<file path="config.mk">
export PLATFORM = sky130hd
export DESIGN_NAME = fsk_symbol_deframer_crc4_core
export DESIGN_NICKNAME = d
export VERILOG_FILES = /design/src/fskdf_pkg.sv /design/src/fsk_symbol_deframer_crc4_core.sv /design/src/fskdf_classify.sv /design/src/fskdf_framer.sv
export SDC_FILE = /design/constraint.sdc
export NUM_CORES = 1
export LEC_CHECK = 0
export BUFFER_PORTS_ARGS = -buffer_cell sky130_fd_sc_hd__buf_2
export CAP_MARGIN = 20
export CORE_MARGIN = 5
export CORE_UTILIZATION = 30
export CTS_CLUSTER_SIZE = 8
export DETAILED_ROUTE_END_ITERATION = 8
export MAX_ROUTING_LAYER = met4
export REMOVE_ABC_BUFFERS = 1
export SYNTH_ARGS = -nofsm -noshare
export SYNTH_HDL_FRONTEND = slang
export SYNTH_SLANG_ARGS = --single-unit
</file>
<file path="constraint.sdc">
create_clock -name aclk -period 2.65 [get_ports aclk]
set_input_delay 0.53 -clock aclk [delete_from_list [all_inputs] [get_ports aclk]]
set_output_delay 0.53 -clock aclk [all_outputs]
set_load 0.01 [all_outputs]
</file>
<file path="src/fskdf_pkg.sv">
// Package of the FSK symbol deframer: symbol codes, register indexes,
// field widths and the result record. Depends on nothing.
`timescale 1ns / 1ps

package fskdf_pkg;

    // Field widths fixed by the stream format.
    localparam int AMP_W     = 16;
    localparam int THR_W     = 16;
    localparam int PAYLOAD_W = 8;
    localparam int CRC_W     = 4;

    // CRC generator x^4 + x^3 + x + 1.
    localparam logic [CRC_W:0] CRC_GENERATOR = 5'h1B;

    // Configuration register indexes.
    localparam logic REG_LOW_THR  = 1'b0;
    localparam logic REG_HIGH_THR = 1'b1;

    // Decision for one symbol slot.
    typedef enum logic [1:0] {
        SYM_ZERO = 2'd0,
        SYM_ONE  = 2'd1,
        SYM_BAD  = 2'd2
    } sym_t;

    // Receiver state, one-hot.
    typedef enum logic [1:0] {
        ST_IDLE = 2'b01,
        ST_RECV = 2'b10
    } rx_state_t;

    // One frame report.
    typedef struct packed {
        logic                 bad_symbol;
        logic                 deliver;
        logic                 heartbeat;
        logic                 frame_good;
        logic [CRC_W-1:0]     received_crc;
        logic [PAYLOAD_W-1:0] payload;
    } result_t;

endpackage

</file>
<file path="src/fsk_symbol_deframer_crc4_core.sv">
// Top level of the binary FSK deframer with a 4-bit CRC.
// Depends on fskdf_pkg, fskdf_classify and fskdf_framer.
//
//  Channel | Dir | Contents
//  s_      | in  | tdata[15:0] low_amplitude, tdata[31:16] high_amplitude
//  m_      | out | tdata[7:0] payload, [11:8] received_crc, [12] frame_good,
//          |     | [13] heartbeat, [14] deliver, [15] bad_symbol
//  cfg_    | in  | index 0 low_threshold, index 1 high_threshold
//
// One item is taken every cycle unless a waiting report stalls the input; a
// slot moves from the input register through the classifier and frame logic
// into the result register, which takes the report of a frame when its
// closing symbol leaves the input register and the result register is free.
// Reset clears the frame state and loads both thresholds with 300.
// A waiting report stalls the input register only when it is full.
`timescale 1ns / 1ps

module fsk_symbol_deframer_crc4_core #(
    parameter int DATA_BITS = 8
) (
    input  logic        aclk,
    input  logic        aresetn,
    input  logic        s_tvalid,
    output logic        s_tready,
    input  logic [31:0] s_tdata,   // low_amplitude, high_amplitude
    output logic        m_tvalid,
    input  logic        m_tready,
    output logic [15:0] m_tdata,   // payload, received_crc, frame_good,
                                   // heartbeat, deliver, bad_symbol
    input  logic        cfg_wr_en,
    input  logic        cfg_index,
    input  logic [15:0] cfg_wdata
);

    localparam int AW = fskdf_pkg::AMP_W;

    logic [fskdf_pkg::THR_W-1:0] low_thr_reg;
    logic [fskdf_pkg::THR_W-1:0] high_thr_reg;

    logic          in_valid_reg;
    logic [AW-1:0] in_low_reg;
    logic [AW-1:0] in_high_reg;

    logic               out_valid_reg;
    fskdf_pkg::result_t out_data_reg;

    logic               out_free;
    logic               advance;
    logic               s_accept;
    fskdf_pkg::sym_t    sym;
    logic               res_valid;
    fskdf_pkg::result_t res;

    // Configuration writes.
    always_ff @(posedge aclk) begin
        if (!aresetn) begin
            low_thr_reg  <= 16'd300;
            high_thr_reg <= 16'd300;
        end else if (cfg_wr_en) begin
            case (cfg_index)
                fskdf_pkg::REG_LOW_THR:  low_thr_reg  <= cfg_wdata;
                fskdf_pkg::REG_HIGH_THR: high_thr_reg <= cfg_wdata;
                default: ;
            endcase
        end
    end

    // Handshake: the result register frees up when empty or taken.
    assign out_free = !out_valid_reg || m_tready;
    assign advance  = in_valid_reg && out_free;
    assign s_tready = !in_valid_reg || out_free;
    assign s_accept = s_tvalid && s_tready;

    // Input register.
    always_ff @(posedge aclk) begin
        if (!aresetn) begin
            in_valid_reg <= 1'b0;
        end else if (s_tready) begin
            in_valid_reg <= s_tvalid;
        end
    end

    always_ff @(posedge aclk) begin
        if (s_accept) begin
            in_low_reg  <= s_tdata[AW-1:0];
            in_high_reg <= s_tdata[2*AW-1:AW];
        end
    end

    fskdf_classify u_classify (
        .low_amplitude  (in_low_reg),
        .high_amplitude (in_high_reg),
        .low_threshold  (low_thr_reg),
        .high_threshold (high_thr_reg),
        .sym            (sym)
    );

    fskdf_framer #(
        .DATA_BITS (DATA_BITS)
    ) u_framer (
        .aclk      (aclk),
        .aresetn   (aresetn),
        .step      (advance),
        .sym       (sym),
        .res_valid (res_valid),
        .res       (res)
    );

    // Result register.
    always_ff @(posedge aclk) begin
        if (!aresetn) begin
            out_valid_reg <= 1'b0;
        end else if (out_free) begin
            out_valid_reg <= res_valid;
        end
    end

    always_ff @(posedge aclk) begin
        if (res_valid) begin
            out_data_reg <= res;
        end
    end

    assign m_tvalid = out_valid_reg;
    assign m_tdata  = out_data_reg;

endmodule

</file>
<file path="src/fskdf_classify.sv">
// Symbol slot classifier: compares both tone amplitudes to their thresholds.
// Depends on fskdf_pkg.
`timescale 1ns / 1ps

module fskdf_classify (
    input  logic [fskdf_pkg::AMP_W-1:0] low_amplitude,
    input  logic [fskdf_pkg::AMP_W-1:0] high_amplitude,
    input  logic [fskdf_pkg::THR_W-1:0] low_threshold,
    input  logic [fskdf_pkg::THR_W-1:0] high_threshold,
    output fskdf_pkg::sym_t             sym
);

    logic low_above;
    logic low_below;
    logic high_above;
    logic high_below;

    // An amplitude equal to its threshold is neither above nor below.
    assign low_above  = low_amplitude > low_threshold;
    assign low_below  = low_amplitude < low_threshold;
    assign high_above = high_amplitude > high_threshold;
    assign high_below = high_amplitude < high_threshold;

    // Exactly one tone must stand out for a valid symbol.
    always_comb begin
        if (low_above && high_below) begin
            sym = fskdf_pkg::SYM_ZERO;
        end else if (high_above && low_below) begin
            sym = fskdf_pkg::SYM_ONE;
        end else begin
            sym = fskdf_pkg::SYM_BAD;
        end
    end

endmodule

</file>
<file path="src/fskdf_framer.sv">
// Frame assembler: start detection, shift register, running CRC and report.
// Depends on fskdf_pkg.
`timescale 1ns / 1ps

module fskdf_framer #(
    parameter int DATA_BITS = 8
) (
    input  logic               aclk,
    input  logic               aresetn,
    input  logic               step,
    input  fskdf_pkg::sym_t    sym,
    output logic               res_valid,
    output fskdf_pkg::result_t res
);

    localparam int FRAME_LEN = DATA_BITS + 5;
    localparam int CNT_W     = $clog2(FRAME_LEN + 1);
    localparam int CW        = fskdf_pkg::CRC_W;

    fskdf_pkg::rx_state_t state_reg, state_next;
    logic [CNT_W-1:0]     count_reg, count_next;
    logic [FRAME_LEN-1:0] shift_reg, shift_next;
    logic [CW-1:0]        crc_reg, crc_next;
    logic                 invalid_reg, invalid_next;

    logic                 bit_in;
    logic [CNT_W-1:0]     count_inc;
    logic [FRAME_LEN-1:0] shift_ins;
    logic                 invalid_upd;
    logic [CW:0]          crc_wide;
    logic [CW-1:0]        crc_upd;
    logic                 in_data;
    logic                 last;
    logic [DATA_BITS-1:0] data_bits;
    logic                 good;

    // Per-symbol updates; an invalid slot shifts in a zero.
    assign bit_in      = (sym == fskdf_pkg::SYM_ONE);
    assign count_inc   = count_reg + CNT_W'(1);
    assign shift_ins   = {shift_reg[FRAME_LEN-2:0], bit_in};
    assign invalid_upd = invalid_reg | (sym == fskdf_pkg::SYM_BAD);

    // One step of the non-augmented CRC division, MSB first.
    assign crc_wide = {crc_reg, bit_in};
    assign crc_upd  = crc_wide[CW] ? (crc_wide[CW-1:0] ^ fskdf_pkg::CRC_GENERATOR[CW-1:0])
                                   : crc_wide[CW-1:0];

    // Data symbols follow the heartbeat flag; the CRC bits close the frame.
    assign in_data = (count_inc >= CNT_W'(2)) && (count_inc <= CNT_W'(DATA_BITS + 1));
    assign last    = (count_inc == CNT_W'(FRAME_LEN));

    // Report built from the frame including the current symbol.
    assign data_bits = shift_ins[DATA_BITS+3:4];
    assign good      = (shift_ins[CW-1:0] == crc_reg) && !invalid_upd;

    always_comb begin
        res.payload      = fskdf_pkg::PAYLOAD_W'(data_bits);
        res.received_crc = shift_ins[CW-1:0];
        res.frame_good   = good;
        res.heartbeat    = shift_ins[FRAME_LEN-1];
        res.deliver      = good && !shift_ins[FRAME_LEN-1];
        res.bad_symbol   = invalid_upd;
    end

    assign res_valid = step && (state_reg == fskdf_pkg::ST_RECV) && last;

    // Next state of the receiver.
    always_comb begin
        state_next   = state_reg;
        count_next   = count_reg;
        shift_next   = shift_reg;
        crc_next     = crc_reg;
        invalid_next = invalid_reg;
        if (step) begin
            case (state_reg)
                fskdf_pkg::ST_IDLE: begin
                    if (sym == fskdf_pkg::SYM_ONE) begin
                        state_next   = fskdf_pkg::ST_RECV;
                        count_next   = '0;
                        shift_next   = '0;
                        crc_next     = '0;
                        invalid_next = 1'b0;
                    end
                end
                fskdf_pkg::ST_RECV: begin
                    if (last) begin
                        state_next   = fskdf_pkg::ST_IDLE;
                        count_next   = '0;
                        shift_next   = '0;
                        crc_next     = '0;
                        invalid_next = 1'b0;
                    end else begin
                        count_next   = count_inc;
                        shift_next   = shift_ins;
                        invalid_next = invalid_upd;
                        if (in_data) begin
                            crc_next = crc_upd;
                        end
                    end
                end
                default: begin
                    state_next = fskdf_pkg::ST_IDLE;
                end
            endcase
        end
    end

    // Receiver state registers.
    always_ff @(posedge aclk) begin
        if (!aresetn) begin
            state_reg   <= fskdf_pkg::ST_IDLE;
            count_reg   <= '0;
            shift_reg   <= '0;
            crc_reg     <= '0;
            invalid_reg <= 1'b0;
        end else begin
            state_reg   <= state_next;
            count_reg   <= count_next;
            shift_reg   <= shift_next;
            crc_reg     <= crc_next;
            invalid_reg <= invalid_next;
        end
    end

endmodule

</file>
-- Word-level counts from Yosys, hierarchy flattened
Cells that the tools add are included.
- bits in registers: 105
- output and inout port bits: 18
- magnitude comparators: 6
- equal/unequal tests: 9
- add/sub/neg operators: 1
- bitwise logic cells: 3
- mux-type cells: 18
- reduce and logical (&&, ||, !) cells: 21
- operator list (cell ; count):
    $gt 16x16->1 ; 2
    $lt 16x16->1 ; 2
    $mux 12 ; 2
    $pmux 12 s2 ; 1
    $mux 4 ; 5
    $pmux 4 s2 ; 2
    $logic_and 1x1->1 ; 9
    $mux 2 ; 4
    $reduce_and 3->1 ; 2
    $add 4x1->4 const B ; 1
    $eq 2x1->1 const B ; 2
    $eq 2x2->1 const B ; 2
    $eq 4x4->1 ; 1
    $eq 4x4->1 const B ; 1
    $ge 4x2->1 const B ; 1
    $le 4x4->1 const B ; 1
    $logic_not 1->1 ; 4
    $ne 2x1->1 const B ; 2
    $pmux 2 s2 ; 1
    $reduce_and 2->1 ; 2
    $reduce_and 4->1 ; 1
    $ne 3x1->1 const B ; 1
    $not 3->3 ; 1
    $logic_or 1x1->1 ; 2
    other kinds (5) ; 6

-- Logic depth before layout (Yosys ltp)
- depth in word-level cells: 10
- mapped depth: 11

-- Hierarchy
From an unflattened synthesis, not the netlist that was laid out.
- cell total of the unflattened synthesis: 437
- area total of the unflattened synthesis: 4952.2 µm²
- by module, submodules not included (module ; area each (µm²) ; cells each ; times used):
    fsk_symbol_deframer_crc4_core ; 2820.2 ; 188 ; 1
    fskdf_framer ; 1293.7 ; 135 ; 1
    fskdf_classify ; 838.3 ; 114 ; 1

-- Worst setup path after synthesis
No wires, ideal clock.
- path type: register to register
- start: register low_thr_reg[1] in the netlist's numbering
- end: register u_framer.count_reg[2]
- stages on the path, launching flop included: 11
- path buffers: 1
- arrival: 2154 ps
- setup slack: 365 ps
- clock period less this slack: 2285 ps
- required time: 2519 ps
- cells stage by stage: dfxtp_1 inv_1 ha_1 nor2b_1 o211ai_2 a211oi_1 or3_1 a211o_1 buf_4 o311ai_1 o41ai_1
- cells in the longest elaborated chain, start to end: 7
- ends and longest elaborated chain (item ; line ; RTL):
    from (decl) ; fsk_symbol_deframer_crc4_core.sv:37 ; logic [fskdf_pkg::THR_W-1:0] low_thr_reg;
    from (signal assigned) ; fsk_symbol_deframer_crc4_core.sv:61 ; fskdf_pkg::REG_LOW_THR: low_thr_reg <= cfg_wdata;
    $lt 16x16->1 ; fskdf_classify.sv:20 ; assign low_below = low_amplitude < low_threshold;
    $logic_and 1x1->1 ; fskdf_classify.sv:28 ; end else if (high_above && low_below) begin
    $mux 2 ; fskdf_classify.sv:28 ;
    $mux 2 (*) ; fskdf_classify.sv:26 ; if (low_above && high_below) begin
    $eq 2x1->1 (*) ; fskdf_framer.sv:77 ; if (sym == fskdf_pkg::SYM_ONE) begin
    $ne 2x1->1 (no line) (*) ; - ;
    $reduce_and 3->1 (no line) (*) ; - ;
    to (signal assigned) ; fskdf_framer.sv:118 ; count_reg <= count_next;
    to (decl) ; fskdf_framer.sv:21 ; logic [CNT_W-1:0] count_reg, count_next;
Every way passes the cells marked *; elsewhere a longest branch is shown, timed or not.
A chain may end at the register's enable or synchronous reset.

-- Final worst setup path
- start: register low_thr_reg[13] in the netlist's numbering
- end: register u_framer.count_reg[3]
Same word-level chain as after synthesis.

==> flow_summary.json <==
{
  "antenna_found_initial": 0,
  "start_util_pct": 30.5,
  "p_sw_share_pct": 24.4,
  "rsz0062_at_grt": "yes",
  "ir_worst_vdd_uv": 438,
  "timing.fmax_ghz": 0.387,
  "power_density_mw_per_mm2": 600,
  "die_w_um": 137,
  "ys_types": 53,
  "maxCapViolCount": 0,
  "max_slew_margin_pct": 28.7,
  "clk_path_buf_depth": 2,
  "synth_ff_type": "dfxtp_1",
  "slew_violations": 0,
  "io_pins": 72,
  "min_path_type": "in2reg",
  "dr.pass1.iters": 6,
  "syn_area_sq_mm": 0.00485,
  "fillers": 1628,
  "finalCriticalPeriod_ns": 2.58,
  "ant_nets": 0,
  "async_reset_ff_share_pct": 0,
  "cts_tree": "built",
  "placementRows": 46,
  "crit_fanout": 17,
  "crit_buf_inv": 2,
  "finalNonFillerCells": 776,
  "clkLatencyLatePin_ns": 0.35,
  "clock_sinks": 105,
  "power.total_mw": 3.52,
  "finalSetupViolations": 0,
  "gp_congestion": 0.871,
  "seq_area_frac_synth_pct": 53.3,
  "grt_usage_pct": 13.1,
  "syn_avg_cell_area_sq_um": 10.1,
  "final_util_pct": 36.9,
  "drt_wl_total_um": 11400,
  "cts_setup_buffers": 0,
  "area_growth_pct": 20.9,
  "root_buffer": "clkbuf_16",
  "finalHoldViolCount": 0,
  "crit_path_start_kind": "flip-flop",
  "drive_gt1_share_pct": 20.5,
  "mostFrequentLayoutCells": "74 x nand2_1, 71 x buf_2, 55 x dfxtp_1",
  "cp.arrival_ns": 2.80,
  "critical-path-top-cell-by-count": "or3_1",
  "cts_buffers": 9,
  "route.vias.total": 3774,
  "dieArea_sq_mm": 0.0188,
  "clk_pin_slew_ns": 0.07,
  "post-route-period-util_pct": 97.4,
  "ys_warn_count": 0,
  "fin_skew_ns": 0.00625,
  "htreeDepth": 3,
  "grt_pass1_wl_um": 18800,
  "syn-instance-count": 482,
  "drc": 0,
  "p_seq_share_pct": 50.9,
  "crit_type": "reg2reg",
  "p_sw_mw": 0.857,
  "viasPerCell": 4.86,
  "cp-end-kind": "flip-flop",
  "dp.final_hpwl_um": 8480,
  "final_common_cell": "nand2_1",
  "drt_iter0_markers": 291,
  "outcome": "finished, final reports clean",
  "tightest_slew_ns": 1.06,
  "port_buffers": 71,
  "slowest_stage": "a211o_2",
  "path_cells": "inv_1 > ha_1 > nand4_1 > or3_1 > a211oi_2 > or3_1 > a211o_2 > buf_8 > a221oi_2 > o32ai_1",
  "grt_pass1_vias": 3924,
  "layout.nets": 646,
  "avgRoutedWirePerCell_um": 14.7,
  "die_y_um": 137,
  "comb_power_share_pct": 10.9,
  "cp_top_family": "compound AO/OA/AOI/OAI gates",
  "diodes": 0,
  "leakagePower_nw": 2.25,
  "p_int_mw": 2.66,
  "pwr-share-clk_pct": 38.2,
  "required_ns": 2.87,
  "grt_start_max_net_pins": 33,
  "synth-edff-count": 48,
  "core_sq_mm": 0.0159,
  "place_inst": 760,
  "fin_setup_tns_ns": 0,
  "max_stage_delay_ns": 0.42,
  "ys_seq_elements": 105,
  "grt_overflow": 0
}
final timing paths:
path                           endpoint  slack (ns)  cells after the start        startpoint
hold / removal           in_high_reg[6]        0.35                      1       s_tdata[22]
hold reg to reg        high_thr_reg[15]        0.46                      2  high_thr_reg[15]
setup / recovery  u_framer.count_reg[3]        0.07                     10   low_thr_reg[13]
setup reg to reg  u_framer.count_reg[3]        0.07                     10   low_thr_reg[13]
final cells by class:
class	count	area [sq um]	area share [%]
Timing Repair Buffer	83	469	8.01
Clock inverter	7	80.1	1.37
Multi-Input combinational cell	315	2080	35.4
Clock buffer	9	225	3.84
Inverter	41	154	2.63
Tap cell	216	270	4.61
Sequential cell	105	2580	44.1
worst register-to-register path: stages, from the launching register on:
cell and delay (ns):
dfxtp_1 0.33, inv_1 0.05, ha_1 0.30, nand4_1 0.12, or3_1 0.21, a211oi_2 0.05, or3_1 0.39, a211o_2 0.42
buf_8 0.20, a221oi_2 0.26, o32ai_1 0.13
synth_stat cells (5+ instances only):
cell,instances,area share (%)
o21ai_0,8,0.83
clkbuf_1,14,1.1
nand2_1,74,5.7
a31oi_1,13,1.7
nor2b_1,6,0.77
a21oi_1,39,4.0
nand2b_1,8,1.0
edfxtp_1,48,30
nand3_1,30,3.1
nand4_1,5,0.65
nor2_1,12,0.93
o211ai_1,9,1.4
dfxtp_1,57,24
inv_1,40,3.1
a22oi_1,13,2.0
ha_1,37,9.5
buf_2,5,0.52
cells by family after synthesis:
family,Yosys count,synth area share [%]
muxes,3,0.619
xor gates and xnor gates,5,0.903
DFF,105,53.3
buffers and inverters,62,5.01
AOI/OAI and AO/OA,118,16.1
adders and majority gates,37,9.55
and+or+nand+nor,152,14.6
power groups by stage:
stage          combinational, mW  clock [mW]  sequential (mW)
6_report                   0.383        1.34             1.79
5_1_grt                    0.437        1.45             1.80
4_1_cts                    0.366        1.39             1.79
3_5_place_dp               0.361           0             1.83
3_3_place_gp               0.348           0             1.83
2_1_floorplan              0.221           0             1.82
layer usage:
layer / vias to the layer above / track usage [%] / wire length, um
met4: 0 / 3.71 / 104
met1: 1801 / 15.7 / 5180
met3: 8 / 3.20 / 455
met2: 90 / 21.8 / 5690
met5: - / - / 0
li1: 1875 / - / -
metrics by stage:
step	setup WS, ns	hold slack, ns	instance area, sq um
6_report	0.0688	0.353	5860
3_3_place_gp	0.0927	0.442	5490
5_1_grt	-0.0478	0.328	5860
4_1_cts	0.00260	0.331	5800
3_5_place_dp	-0.0508	0.450	5490
2_1_floorplan	-0.0179	0.436	4760
what timing repair did:
item,4_1_cts,5_1_grt
endpoints found under the hold margin,0,0
endpoints found under the setup margin,4,22
resized for setup,2,11
pin swaps,0,3
hold buffers,0,0
No activity file was read; power rests on OpenSTA's default activity.
